**src/rtl/mlf_pkg.sv**
```systemverilog
// ============================================================================
// mlf_pkg: shared types and constants of the multibyte line folder
// Byte range limits of the supported encodings, register indexes and the
// entry that travels from the character splitter to the row placer.
// ============================================================================
package mlf_pkg;

  // configuration port
  localparam int unsigned CFG_IDX_W  = 2;
  localparam int unsigned CFG_DATA_W = 8;

  localparam logic [CFG_IDX_W-1:0] REG_ROW_COLUMNS   = 2'd0;
  localparam logic [CFG_IDX_W-1:0] REG_ENCODING_MODE = 2'd1;

  localparam logic [7:0] ROW_COLUMNS_RST = 8'd80;

  // encoding modes
  localparam logic [1:0] ENC_AUTO = 2'd0;
  localparam logic [1:0] ENC_EUC  = 2'd1;
  localparam logic [1:0] ENC_SJIS = 2'd2;
  localparam logic [1:0] ENC_UTF8 = 2'd3;

  // byte ranges
  localparam logic [7:0] ASCII_MAX    = 8'h7F;
  localparam logic [7:0] EUC_SS2      = 8'h8E;
  localparam logic [7:0] EUC_LO       = 8'hA1;
  localparam logic [7:0] EUC_HI       = 8'hFE;
  localparam logic [7:0] KANA_LO      = 8'hA1;
  localparam logic [7:0] KANA_HI      = 8'hDF;
  localparam logic [7:0] U8_LEAD2_LO  = 8'hC2;
  localparam logic [7:0] U8_LEAD2_HI  = 8'hDF;
  localparam logic [7:0] U8_LEAD3_LO  = 8'hE0;
  localparam logic [7:0] U8_LEAD3_HI  = 8'hEF;
  localparam logic [7:0] U8_CONT_LO   = 8'h80;
  localparam logic [7:0] U8_CONT_HI   = 8'hBF;
  localparam logic [7:0] SJ_LEAD_A_LO = 8'h81;
  localparam logic [7:0] SJ_LEAD_A_HI = 8'h9F;
  localparam logic [7:0] SJ_LEAD_B_LO = 8'hE0;
  localparam logic [7:0] SJ_LEAD_B_HI = 8'hFC;
  localparam logic [7:0] SJ_TRAIL_A_LO = 8'h40;
  localparam logic [7:0] SJ_TRAIL_A_HI = 8'h7E;
  localparam logic [7:0] SJ_TRAIL_B_LO = 8'h80;
  localparam logic [7:0] SJ_TRAIL_B_HI = 8'hFC;

  // one character (or the end-of-line pad marker) on its way to placement
  typedef struct packed {
    logic [23:0] bytes;
    logic [1:0]  size;
    logic [1:0]  width;
    logic        line_end;
  } char_entry_t;

endpackage

```
**src/rtl/mlf_front.sv**
```systemverilog
// ============================================================================
// mlf_front: character splitter
// Keeps up to three lookahead bytes, classifies the character at the front of
// the window and pushes it to the queue; drains the window at line end.
// ============================================================================
module mlf_front (
  input  logic                  clk,
  input  logic                  rst_n,
  input  logic [1:0]            encoding_mode,
  input  logic                  in_push,
  input  logic [7:0]            in_byte,
  input  logic                  in_line_last,
  output logic                  in_full,
  input  logic                  q_full,
  output logic                  q_push,
  output mlf_pkg::char_entry_t  q_data
);

  typedef logic [2:0][7:0] window_t;

  window_t     win_r, win_nxt;
  logic [1:0]  cnt_r, cnt_nxt;
  logic        flush_r, flush_nxt;

  window_t     acc_w, w, sh;
  logic [1:0]  n, sz_raw, sz, wd;
  logic        accept;

  function automatic logic in_rng(input logic [7:0] v, input logic [7:0] lo,
                                  input logic [7:0] hi);
    in_rng = (v >= lo) && (v <= hi);
  endfunction

  // returns {size, width}
  function automatic logic [3:0] classify(input window_t cw, input logic [1:0] mode);
    logic u8_two, u8_three, sj_dbl, euc_dbl, euc_kana;
    logic [3:0] r;
    u8_two   = in_rng(cw[0], mlf_pkg::U8_LEAD2_LO, mlf_pkg::U8_LEAD2_HI) &&
               in_rng(cw[1], mlf_pkg::U8_CONT_LO, mlf_pkg::U8_CONT_HI);
    u8_three = in_rng(cw[0], mlf_pkg::U8_LEAD3_LO, mlf_pkg::U8_LEAD3_HI) &&
               in_rng(cw[1], mlf_pkg::U8_CONT_LO, mlf_pkg::U8_CONT_HI) &&
               in_rng(cw[2], mlf_pkg::U8_CONT_LO, mlf_pkg::U8_CONT_HI);
    sj_dbl   = (in_rng(cw[0], mlf_pkg::SJ_LEAD_A_LO, mlf_pkg::SJ_LEAD_A_HI) ||
                in_rng(cw[0], mlf_pkg::SJ_LEAD_B_LO, mlf_pkg::SJ_LEAD_B_HI)) &&
               (in_rng(cw[1], mlf_pkg::SJ_TRAIL_A_LO, mlf_pkg::SJ_TRAIL_A_HI) ||
                in_rng(cw[1], mlf_pkg::SJ_TRAIL_B_LO, mlf_pkg::SJ_TRAIL_B_HI));
    euc_dbl  = in_rng(cw[0], mlf_pkg::EUC_LO, mlf_pkg::EUC_HI) &&
               in_rng(cw[1], mlf_pkg::EUC_LO, mlf_pkg::EUC_HI);
    euc_kana = (cw[0] == mlf_pkg::EUC_SS2) &&
               in_rng(cw[1], mlf_pkg::KANA_LO, mlf_pkg::KANA_HI);
    r = {2'd1, 2'd1};
    unique case (mode)
      mlf_pkg::ENC_AUTO: begin
        if (cw[0] <= mlf_pkg::ASCII_MAX) r = {2'd1, 2'd1};
        else if (u8_three)                       r = {2'd3, 2'd2};
        else if (u8_two || euc_dbl || sj_dbl)    r = {2'd2, 2'd2};
        else if (euc_kana)                       r = {2'd2, 2'd1};
      end
      mlf_pkg::ENC_EUC: begin
        if (euc_kana)     r = {2'd2, 2'd1};
        else if (euc_dbl) r = {2'd2, 2'd2};
      end
      mlf_pkg::ENC_SJIS: begin
        if (!in_rng(cw[0], mlf_pkg::KANA_LO, mlf_pkg::KANA_HI) && sj_dbl)
          r = {2'd2, 2'd2};
      end
      mlf_pkg::ENC_UTF8: begin
        if (u8_two)        r = {2'd2, 2'd2};
        else if (u8_three) r = {2'd3, 2'd2};
      end
      default: r = {2'd1, 2'd1};
    endcase
    classify = r;
  endfunction

  always_comb begin
    // window on accept: pending bytes, then the new byte, zeros after
    for (int i = 0; i < 3; i++) begin
      if (2'(i) < cnt_r)       acc_w[i] = win_r[i];
      else if (2'(i) == cnt_r) acc_w[i] = in_byte;
      else                     acc_w[i] = 8'h00;
    end
    w = flush_r ? win_r : acc_w;
    n = flush_r ? cnt_r : cnt_r + 2'd1;

    {sz_raw, wd} = classify(w, encoding_mode);
    sz = (sz_raw > n) ? n : sz_raw;

    case (sz)
      2'd1:    sh = {8'h00, w[2], w[1]};
      2'd2:    sh = {8'h00, 8'h00, w[2]};
      2'd3:    sh = '0;
      default: sh = w;
    endcase

    q_data.line_end = 1'b0;
    q_data.size     = sz;
    q_data.width    = wd;
    case (sz)
      2'd1:    q_data.bytes = {16'h0000, w[0]};
      2'd2:    q_data.bytes = {8'h00, w[0], w[1]};
      2'd3:    q_data.bytes = {w[0], w[1], w[2]};
      default: q_data.bytes = 24'h000000;
    endcase

    in_full = flush_r || q_full;
    accept  = in_push && !in_full;

    win_nxt   = win_r;
    cnt_nxt   = cnt_r;
    flush_nxt = flush_r;
    q_push    = 1'b0;

    if (flush_r) begin
      if (!q_full) begin
        q_push = 1'b1;
        if (cnt_r != 2'd0) begin
          win_nxt = sh;
          cnt_nxt = cnt_r - sz;
        end else begin
          q_data    = '{bytes: 24'h000000, size: 2'd0, width: 2'd0, line_end: 1'b1};
          flush_nxt = 1'b0;
          win_nxt   = '0;
        end
      end
    end else if (accept) begin
      if (in_line_last) begin
        win_nxt   = acc_w;
        cnt_nxt   = n;
        flush_nxt = 1'b1;
      end else if (n == 2'd3) begin
        q_push  = 1'b1;
        win_nxt = sh;
        cnt_nxt = n - sz;
      end else begin
        win_nxt = acc_w;
        cnt_nxt = n;
      end
    end
  end

  always_ff @(posedge clk) begin
    if (!rst_n) begin
      win_r   <= '0;
      cnt_r   <= 2'd0;
      flush_r <= 1'b0;
    end else begin
      win_r   <= win_nxt;
      cnt_r   <= cnt_nxt;
      flush_r <= flush_nxt;
    end
  end

endmodule

```
**src/rtl/mlf_queue.sv**
```systemverilog
// ============================================================================
// mlf_queue: short FIFO between splitter and placer
// Flop-based ring of character entries; DEPTH is a power of two, >= 2.
// ============================================================================
module mlf_queue #(
  parameter int unsigned DEPTH = 2
) (
  input  logic                  clk,
  input  logic                  rst_n,
  input  logic                  push,
  input  mlf_pkg::char_entry_t  wr_data,
  output logic                  full,
  input  logic                  pop,
  output logic                  valid,
  output mlf_pkg::char_entry_t  rd_data
);

  localparam int unsigned AW = $clog2(DEPTH);
  localparam int unsigned CW = $clog2(DEPTH + 1);

  mlf_pkg::char_entry_t mem_r [DEPTH];
  logic [AW-1:0] wr_ptr_r, rd_ptr_r;
  logic [CW-1:0] count_r;

  assign full    = (count_r == CW'(DEPTH));
  assign valid   = (count_r != '0);
  assign rd_data = mem_r[rd_ptr_r];

  always_ff @(posedge clk) begin
    if (push) mem_r[wr_ptr_r] <= wr_data;
  end

  always_ff @(posedge clk) begin
    if (!rst_n) begin
      wr_ptr_r <= '0;
      rd_ptr_r <= '0;
      count_r  <= '0;
    end else begin
      if (push) wr_ptr_r <= wr_ptr_r + 1'b1;
      if (pop)  rd_ptr_r <= rd_ptr_r + 1'b1;
      if (push && !pop)      count_r <= count_r + 1'b1;
      else if (pop && !push) count_r <= count_r - 1'b1;
    end
  end

endmodule

```
**src/rtl/mlf_back.sv**
```systemverilog
// ============================================================================
// mlf_back: row placer
// Tracks used columns, decides row breaks and pads, and holds the result
// transaction in an output register until it is popped.
// ============================================================================
module mlf_back (
  input  logic                  clk,
  input  logic                  rst_n,
  input  logic [7:0]            row_columns,
  input  logic                  q_valid,
  input  mlf_pkg::char_entry_t  q_data,
  output logic                  q_pop,
  input  logic                  out_pop,
  output logic                  out_empty,
  output logic [23:0]           out_char_bytes,
  output logic [1:0]            out_char_size,
  output logic [1:0]            out_char_width,
  output logic                  out_row_break,
  output logic [7:0]            out_pad_count,
  output logic                  out_line_done
);

  logic        out_valid_r;
  logic [7:0]  row_used_r, row_used_nxt;
  logic [23:0] bytes_r;
  logic [1:0]  size_r, width_r;
  logic        brk_r, done_r;
  logic [7:0]  pad_r;

  logic        take, over;
  logic [8:0]  sum;
  logic [7:0]  pad_left;

  always_comb begin
    take     = q_valid && (!out_valid_r || out_pop);
    sum      = {1'b0, row_used_r} + {7'd0, q_data.width};
    over     = (row_used_r != 8'd0) && (sum > {1'b0, row_columns});
    pad_left = (row_used_r < row_columns) ? (row_columns - row_used_r) : 8'd0;
    if (q_data.line_end) row_used_nxt = 8'd0;
    else if (over)       row_used_nxt = {6'd0, q_data.width};
    else                 row_used_nxt = sum[7:0];
  end

  assign q_pop = take;

  always_ff @(posedge clk) begin
    if (!rst_n) begin
      out_valid_r <= 1'b0;
      row_used_r  <= 8'd0;
    end else begin
      if (take) begin
        out_valid_r <= 1'b1;
        row_used_r  <= row_used_nxt;
      end else if (out_pop) begin
        out_valid_r <= 1'b0;
      end
    end
  end

  always_ff @(posedge clk) begin
    if (take) begin
      bytes_r <= q_data.bytes;
      size_r  <= q_data.size;
      width_r <= q_data.width;
      done_r  <= q_data.line_end;
      brk_r   <= !q_data.line_end && over;
      if (q_data.line_end || over) pad_r <= pad_left;
      else                         pad_r <= 8'd0;
    end
  end

  assign out_empty      = !out_valid_r;
  assign out_char_bytes = bytes_r;
  assign out_char_size  = size_r;
  assign out_char_width = width_r;
  assign out_row_break  = brk_r;
  assign out_pad_count  = pad_r;
  assign out_line_done  = done_r;

endmodule

```
**src/rtl/multibyte_line_fold.sv**
```systemverilog
// ============================================================================
// multibyte_line_fold: folds a multibyte text line into fixed-width rows
// Results: a character reaches the output through the queue and then the
//   output register once the byte that fills the three-byte lookahead
//   window is accepted; the characters left at line end are drained after
//   the last byte. Throughput: one byte per cycle while in_full is low.
// The byte marked line_last holds the input (full high) while the splitter
//   drains one character per cycle, then the end pad; the drain waits while
//   the queue is full behind a stalled output.
// Reset (rst_n low, synchronous): window, queue, row count and output
//   cleared; row_columns back to 80, encoding_mode to auto.
// ============================================================================
module multibyte_line_fold #(
  parameter int unsigned QUEUE_DEPTH = 2   // power of two, >= 2
) (
  input  logic                            clk,
  input  logic                            rst_n,
  // configuration write channel
  input  logic                            cfg_valid,
  output logic                            cfg_ready,
  input  logic [mlf_pkg::CFG_IDX_W-1:0]   cfg_index,
  input  logic [mlf_pkg::CFG_DATA_W-1:0]  cfg_data,
  // byte input, queue style
  input  logic                            in_push,
  output logic                            in_full,
  input  logic [7:0]                      in_byte,
  input  logic                            in_line_last,
  // result output, queue style
  output logic                            out_empty,
  input  logic                            out_pop,
  output logic [23:0]                     out_char_bytes,
  output logic [1:0]                      out_char_size,
  output logic [1:0]                      out_char_width,
  output logic                            out_row_break,
  output logic [7:0]                      out_pad_count,
  output logic                            out_line_done
);

  // --------------------------------------------------------------------------
  // Configuration registers. Writes are always taken; they are expected only
  // while no line is in flight, so no interlock with the datapath.
  // --------------------------------------------------------------------------
  logic [7:0] row_columns_r;
  logic [1:0] encoding_mode_r;

  assign cfg_ready = 1'b1;

  always_ff @(posedge clk) begin
    if (!rst_n) begin
      row_columns_r   <= mlf_pkg::ROW_COLUMNS_RST;
      encoding_mode_r <= mlf_pkg::ENC_AUTO;
    end else if (cfg_valid && cfg_ready) begin
      unique case (cfg_index)
        mlf_pkg::REG_ROW_COLUMNS:   row_columns_r   <= cfg_data;
        mlf_pkg::REG_ENCODING_MODE: encoding_mode_r <= cfg_data[1:0];
        default: ;  // unmapped index: write dropped
      endcase
    end
  end

  // --------------------------------------------------------------------------
  // Front: splits bytes into characters. A character is pushed once three
  // bytes of lookahead exist, so in steady state every accepted byte after
  // the second pushes at most one entry.
  // --------------------------------------------------------------------------
  logic                 q_push, q_full, q_pop, q_valid;
  mlf_pkg::char_entry_t q_wr, q_rd;

  mlf_front u_front (
    .clk           (clk),
    .rst_n         (rst_n),
    .encoding_mode (encoding_mode_r),
    .in_push       (in_push),
    .in_byte       (in_byte),
    .in_line_last  (in_line_last),
    .in_full       (in_full),
    .q_full        (q_full),
    .q_push        (q_push),
    .q_data        (q_wr)
  );

  // --------------------------------------------------------------------------
  // Decoupling queue: lets the front keep taking bytes while a result waits
  // on a stalled output.
  // --------------------------------------------------------------------------
  mlf_queue #(
    .DEPTH (QUEUE_DEPTH)
  ) u_queue (
    .clk     (clk),
    .rst_n   (rst_n),
    .push    (q_push),
    .wr_data (q_wr),
    .full    (q_full),
    .pop     (q_pop),
    .valid   (q_valid),
    .rd_data (q_rd)
  );

  // --------------------------------------------------------------------------
  // Back: row accounting and the output register. An entry moves into the
  // output register whenever it is empty or being popped in the same cycle.
  // --------------------------------------------------------------------------
  mlf_back u_back (
    .clk            (clk),
    .rst_n          (rst_n),
    .row_columns    (row_columns_r),
    .q_valid        (q_valid),
    .q_data         (q_rd),
    .q_pop          (q_pop),
    .out_pop        (out_pop),
    .out_empty      (out_empty),
    .out_char_bytes (out_char_bytes),
    .out_char_size  (out_char_size),
    .out_char_width (out_char_width),
    .out_row_break  (out_row_break),
    .out_pad_count  (out_pad_count),
    .out_line_done  (out_line_done)
  );

endmodule

```
**config.mk**
```make
export PLATFORM = sky130hd
export DESIGN_NAME = multibyte_line_fold
export DESIGN_NICKNAME = d
export VERILOG_FILES = /design/src/rtl/mlf_pkg.sv /design/src/rtl/mlf_front.sv /design/src/rtl/mlf_queue.sv /design/src/rtl/mlf_back.sv /design/src/rtl/multibyte_line_fold.sv
export SDC_FILE = /design/constraint.sdc
export NUM_CORES = 1
export LEC_CHECK = 0
export BUFFER_PORTS_ARGS = -buffer_cell sky130_fd_sc_hd__clkbuf_2
export CAP_MARGIN = 40
export CORE_ASPECT_RATIO = 0.7
export CORE_MARGIN = 10
export CORE_UTILIZATION = 60
export DETAILED_ROUTE_END_ITERATION = 10
export GPL_ROUTABILITY_DRIVEN = 0
export PLACE_DENSITY = 0.78
export SYNTH_ARGS = -nofsm -noshare
export SYNTH_HDL_FRONTEND = slang
export SYNTH_SLANG_ARGS = --single-unit
export TNS_END_PERCENT = 30
```
**constraint.sdc**
```tcl
create_clock -name clk -period 8.59 [get_ports clk]
set_clock_uncertainty 0.2 [all_clocks]
set_input_delay 0.4295 -clock clk [delete_from_list [all_inputs] [get_ports clk]]
set_output_delay 0.4295 -clock clk [all_outputs]
set_load 0.01 [all_outputs]
```
Word level (Yosys, flattened, before mapping)
Memories as Yosys holds them, arrays and structs flattened. A register that Yosys moved wholly into a read port is not among the register bits.
Cells that the tools add are included.

storage, ports and cells
  flip-flop bits (word level) = 88
  RAM bits = 58
  input port bits = 24
  output and inout port bits = 41
  word-level logic and storage cells = 176
  memories = 1

operators by class
  add/subtract/negate cells = 9
  order comparisons = 26
  equality and inequality tests = 14
  muxes and demuxes = 56
  reduce and logical (&&, ||, !) cells = 52

memories
  name           words  width  read ports  clocked after memory_dff  write ports  RTL line         text
  u_queue.mem_r  2      29     1           1                         1            mlf_queue.sv:21  mlf_pkg::char_entry_t mem_r [DEPTH];

operators by type and width
  operator              number
  $mux W24              7
  $pmux W24 S3          2
  $mux W29              3
  $le A8 B8 Y1 const B  10
  $mux W8               8
  $ge A8 B8 Y1 const B  7
  $mux W4               9
  $logic_and A1 B1 Y1   25
  $mux W2               10
  $le A8 B7 Y1 const B  2
  $mux W1               16
  $pmux W4 S4           1
  $eq A2 B2 Y1 const B  6
  $reduce_bool A2 Y1    5
  $add A8 B2 Y9         1
  $gt A9 B8 Y1          1
  $eq A8 B8 Y1 const B  1
  $ge A8 B7 Y1 const B  1
  $lt A8 B8 Y1          1
  $reduce_and A2 Y1     4
  $reduce_bool A8 Y1    1
  $sub A8 B8 Y8         1
  $logic_or A1 B1 Y1    7
  $eq A2 B1 Y1 const B  3
  other kinds (13)      25

Longest topological paths before layout
  word-level depth = 21
  gate-level depth with buffers = 28
  gate-level depth less buffers = 23

Hierarchy
Synthesis repeated with hierarchy kept, for this count alone.

second synthesis, totals
  cell total of the unflattened synthesis = 856
  area, all modules = 8,590.7 um^2

by module, submodules not included
  module               times used  cells an instance  area an instance (um^2)  sequential area each (um^2)
  mlf_front            1           503                3,512.1                  540.5
  mlf_back             1           196                2,332.2                  1,321.3
  mlf_queue            1           112                2,313.5                  1,841.8
  multibyte_line_fold  1           45                 432.9                    200.2

Least setup slack after synthesis
OpenSTA, ideal clock, no wires.

  path kind = register to register
  start point = register u_front.cnt_r[1]
  end point = register u_front.cnt_r[1]
  library setup time = 0.126 ns
  arrival time = 5.024 ns
  data required time = 8.264 ns
  path slack = 3.240 ns
  stages on the path, launching flop included = 29
  buffers on the path = 5
  clock period less this slack = 5.350 ns
  cell sequence = dfxtp_1 -> buf_6 -> clkbuf_1 -> inv_1 -> ha_1 -> buf_4 -> nand2b_1 -> buf_4 -> a31oi_1 -> a2111oi_0 -> nor4_4 -> a21boi_2 -> o21ai_0 -> nand3_1 -> o21a_1 -> o21a_1 -> ha_1 -> nor2b_1 -> o21ai_0 -> nor2_1 -> a21oi_4 -> inv_4 -> buf_2 -> ha_1 -> xor2_1 -> nor3_1 -> nor3b_1 -> o21ai_0 -> a21boi_0

on the way
  cells in the longest elaborated chain, start to end = 20
  elaborated cells between the ends (all ways) = 84
  those cells by class = 3 x add/sub; 24 x order compare; 5 x eq/ne; 25 x mux; 27 x reduce/logical

RTL lines
  what                                                       RTL line                          text
  start: declaration                                         mlf_front.sv:22                   logic [1:0] cnt_r, cnt_nxt;
  start signal: assignment                                   mlf_front.sv:149                  cnt_r <= cnt_nxt;
  $eq A1 B2 Y1 or $logic_not A2 Y1 (tied branches)           mlf_front.sv:80                   else if (2'(i) == cnt_r) acc_w[i] = in_byte;
  $mux W8                                                    mlf_front.sv:80
  $mux W8                                                    mlf_front.sv:79                   if (2'(i) < cnt_r) acc_w[i] = win_r[i];
  $mux W24                                                   mlf_front.sv:83                   w = flush_r ? win_r : acc_w;
  $ge A8 B8 Y1 (tied with other cells)                       mlf_front.sv:31                   in_rng = (v >= lo) && (v <= hi);
  $logic_and A1 B1 Y1                                        mlf_front.sv:31
  $logic_and A1 B1 Y1 (tied with other cells)                mlf_front.sv:38                   u8_two = in_rng(cw[0], mlf_pkg::U8_LEAD2_LO, mlf_pkg::U8_LEAD2_HI) &&
  $logic_or A1 B1 Y1 or $logic_and A1 B1 Y1 (tied branches)  mlf_front.sv:56, mlf_front.sv:44
  [4 not listed]                                             --
  $pmux W4 S4                                                mlf_front.sv:52                   unique case (mode)
  $gt A2 B2 Y1                                               mlf_front.sv:87                   sz = (sz_raw > n) ? n : sz_raw;
  $mux W2                                                    mlf_front.sv:87
  $sub A2 B2 Y2                                              mlf_front.sv:134                  cnt_nxt = n - sz;
  $mux W2                                                    mlf_front.sv:131                  end else if (n == 2'd3) begin
  $mux W2                                                    mlf_front.sv:127                  if (in_line_last) begin
  $mux W2                                                    mlf_front.sv:126                  end else if (accept) begin
  $mux W2                                                    mlf_front.sv:114                  if (flush_r) begin

Several ways; a longest one is shown, not always the timed one. The select of a mux whose other input is x is not followed.
A chain may end at the register's enable or synchronous reset.

Worst setup path after layout
Same ends and word-level chain as after synthesis.

==> flow_summary.json <==
{
  "power.leakage_nw": 3.47,
  "internal_power_mw": 1.84,
  "grt_max_degree": 50,
  "outcome": "completed",
  "nNetsFinal": 916,
  "power_density_nw_per_um2": 345,
  "die_h_um": 119,
  "place_inst": 1027,
  "coreArea_um2": 13400,
  "multi_input_area_um2": 4020,
  "wl_per_cell_um": 20.5,
  "grt_pass1_vias": 6440,
  "synth_area_leaders": "edfxtp_1 (35%), dfxtp_1 (12%), mux2_2 (4.5%)",
  "syn_inst": 817,
  "fin_crit_sh_pct": 88.9,
  "path_clk_slew_ps": 70,
  "hold_violations": 0,
  "max_cap_violations": 0,
  "synth_cell_types": 84,
  "diodes": 0,
  "hold_buffers": 0,
  "grt-ovfl-total": 0,
  "cts_tree": "done",
  "swShare_pct": 42.2,
  "crit_path_end_kind": "flop",
  "via_count": 6890,
  "fmaxAchievable_ghz": 0.131,
  "clockBufferDepth": 2,
  "peakVddDrop_uv": 192,
  "ios": 65,
  "grt_first_pass_wirelength_mm": 34.6,
  "synthesis.nets": 872,
  "yosys_register_bits": 147,
  "final-seq-area_um2": 3900,
  "seq_area_frac_synth_pct": 46.9,
  "dr_wl_met3_mm": 2.92,
  "finalSetupTns_ps": 0,
  "p_total_mw": 3.18,
  "rsz0062_at_grt": "no",
  "tightestPinTransition_ps": 931,
  "drc": 0,
  "vias_per_cell": 6.51,
  "cpMaxStageDelayCell": "nor2b_2",
  "cts.sinks": 147,
  "layout_commonest_cell": "edfxtp_1",
  "firstDrtPassIters": 7,
  "nFillCells": 990,
  "cp_cell_sequence": "inv_1, ha_1, nor2b_2, mux2i_1, a2111oi_0, nor4_4, a21boi_2, o21ai_0, nand3_1, o21a_1, o21a_1, ha_1, nor2b_1, o21ai_0, nor2_1, a21oi_4, inv_4, ha_1, xor2_1, nor3_1, nor3b_1, o21ai_0, a21boi_0",
  "setup_viol": 0,
  "p_sw_mw": 1.34,
  "pwr-share-clk_pct": 22.3,
  "place_hpwl_mm": 15.3,
  "cts_root_buf": "clkbuf_16",
  "synth.avg_cell_area_um2": 10.2,
  "crit_type": "reg2reg",
  "area_growth_pct": 10.8,
  "synth_edf_count": 96,
  "fp.dieW_um": 161,
  "drtIter0Drc": 1218,
  "fin_crit_ps": 7630,
  "dieArea_um2": 19100,
  "worstPathArrival_ps": 7780,
  "combPwrFrac_pct": 44.0,
  "async_reset_ff_share_pct": 0,
  "critical_path.max_stage_delay_ps": 830,
  "cts_max_level": 4,
  "dr_wl_met2_mm": 8.92,
  "cts-buffers-inserted": 17,
  "final_cell_mix": "edfxtp_1 (96), nor2_1 (75), nand2_1 (63), clkbuf_2 (63), o21ai_0 (60)",
  "yosys.area.top_type": "edfxtp_1",
  "top_layer_used": "met4",
  "cp.required_ps": 8740,
  "postRouteAntennaNets": 0,
  "synth_top_area_share_pct": 34.6,
  "netlist_area_um2": 8330,
  "met1_length_mm": 9.43,
  "slew_violations": 0,
  "start_util_pct": 62.4,
  "cts-resized-gates": 0,
  "layout-drive-gt1-share_pct": 19.2,
  "fin_cells": 1059,
  "fp-row-count": 35,
  "cp_max_fo": 37,
  "antenna_found_initial": 0,
  "worstSetupStartpointType": "flop",
  "io_buffers": 63,
  "relSlewSlack_pct": 38.0,
  "hold_class": "in2reg",
  "synthFlopType": "edfxtp_1",
  "clk_latency_ps": 430,
  "seqPwrFrac_pct": 33.7,
  "grt.total_usage_pct": 22.1,
  "place_ws_ps": 1200,
  "drt_wl_total_mm": 21.7,
  "layout_setup_ws_ps": 957,
  "post-cts-setup-buffers": 0,
  "synth_warnings": 0
}
[per-stage QoR]
step | cell area [um2] | hold WS [ps] | utilization, %
final | 9230 | 23.1 | 69.1
after global routing | 9230 | 51.8 | 69.1
after CTS | 9230 | 24.6 | 69.1
after detailed placement | 8670 | 262 | 64.9
after global placement | 8670 | 245 | 64.9
after floorplan | 8330 | 230 | -
[layout make-up]
type                            instances  share of cell area, %
Clock buffer                           18                   4.65
Multi-Input combinational cell        588                   43.5
Sequential cell                       147                   42.3
Inverter                               34                   1.41
Clock inverter                         14                   1.41
Tap cell                              185                   2.51
Timing Repair Buffer                   73                   4.23
[flip-flops by register name, summed over array words and instances (netlist names), 2 cells and up, named ones only]
register / count
u_front.win_r: 24
u_queue.count_r: 2
u_front.cnt_r: 2
u_back.out_char_bytes: 24
u_back.out_char_width: 2
u_back.row_used_r: 8
row_columns_r: 8
u_queue.mem_r: 58
u_back.out_pad_count: 8
u_back.out_char_size: 2
encoding_mode_r: 2
[worst max-delay path: cells and delay by family (launching register included)]
family / cells / cell delay [ps]
muxes: 1 / 370
buffers and inverters: 2 / 560
DFF: 1 / 540
xor gates and xnor gates: 1 / 170
AOI/OAI and AO/OA: 9 / 2880
adders and majority gates: 3 / 980
and+or+nand+nor: 7 / 1820
[power groups by stage]
| stage | registers [mW] | logic, mW | clock network (mW) |
|---|---|---|---|
| final | 1.07 | 1.40 | 0.710 |
| after detailed placement | 1.08 | 1.35 | 0 |
| after floorplan | 1.11 | 1.00 | 0 |
| after global placement | 1.08 | 1.30 | 0 |
| after CTS | 1.07 | 1.36 | 0.709 |
| after global routing | 1.09 | 1.51 | 0.741 |
[kinds of logic after synthesis]
family / Yosys count / share of synthesized area, %
multiplexers: 53 / 7.07
XOR/XNOR: 17 / 1.88
AND/OR/NAND/NOR: 274 / 16.6
other: 1 / 0.0450
AO/OA/AOI/OAI: 212 / 17.7
buffers and inverters: 82 / 4.99
flip-flops: 147 / 46.9
adder cells (fa/ha/maj): 31 / 4.84
[metal layers]
metal  GRT usage [%]  vias up
met2            30.9      496
met5               0        -
met3            7.25       73
met1            31.9     3196
li1                -     3125
met4            5.56        0
[final timing paths]
| check | startpoint | end | slack, ps | cells after the start |
|---|---|---|---|---|
| hold reg to reg | u_front.win_r[17] | u_front.win_r[17] | 280 | 1 |
| setup / recovery | u_front.cnt_r[1] | u_front.cnt_r[1] | 960 | 23 |
| hold / removal | cfg_data[6] | row_columns_r[6] | 20 | 3 |
| setup reg to reg | u_front.cnt_r[1] | u_front.cnt_r[1] | 960 | 23 |
[Yosys cell counts, types with 11 or more instances]
cell / instances
nand4_1: 13
nor2_1: 75
mux2_2: 33
xnor2_1: 12
o21a_1: 11
nand3_1: 32
o21ai_0: 60
edfxtp_1: 96
nor3_1: 17
inv_1: 32
a21oi_1: 30
mux2i_1: 17
ha_1: 29
dfxtp_1: 51
nand2_1: 63
clkbuf_1: 26
nor2b_1: 17
Note: power is estimated with default switching activity, not from simulation.
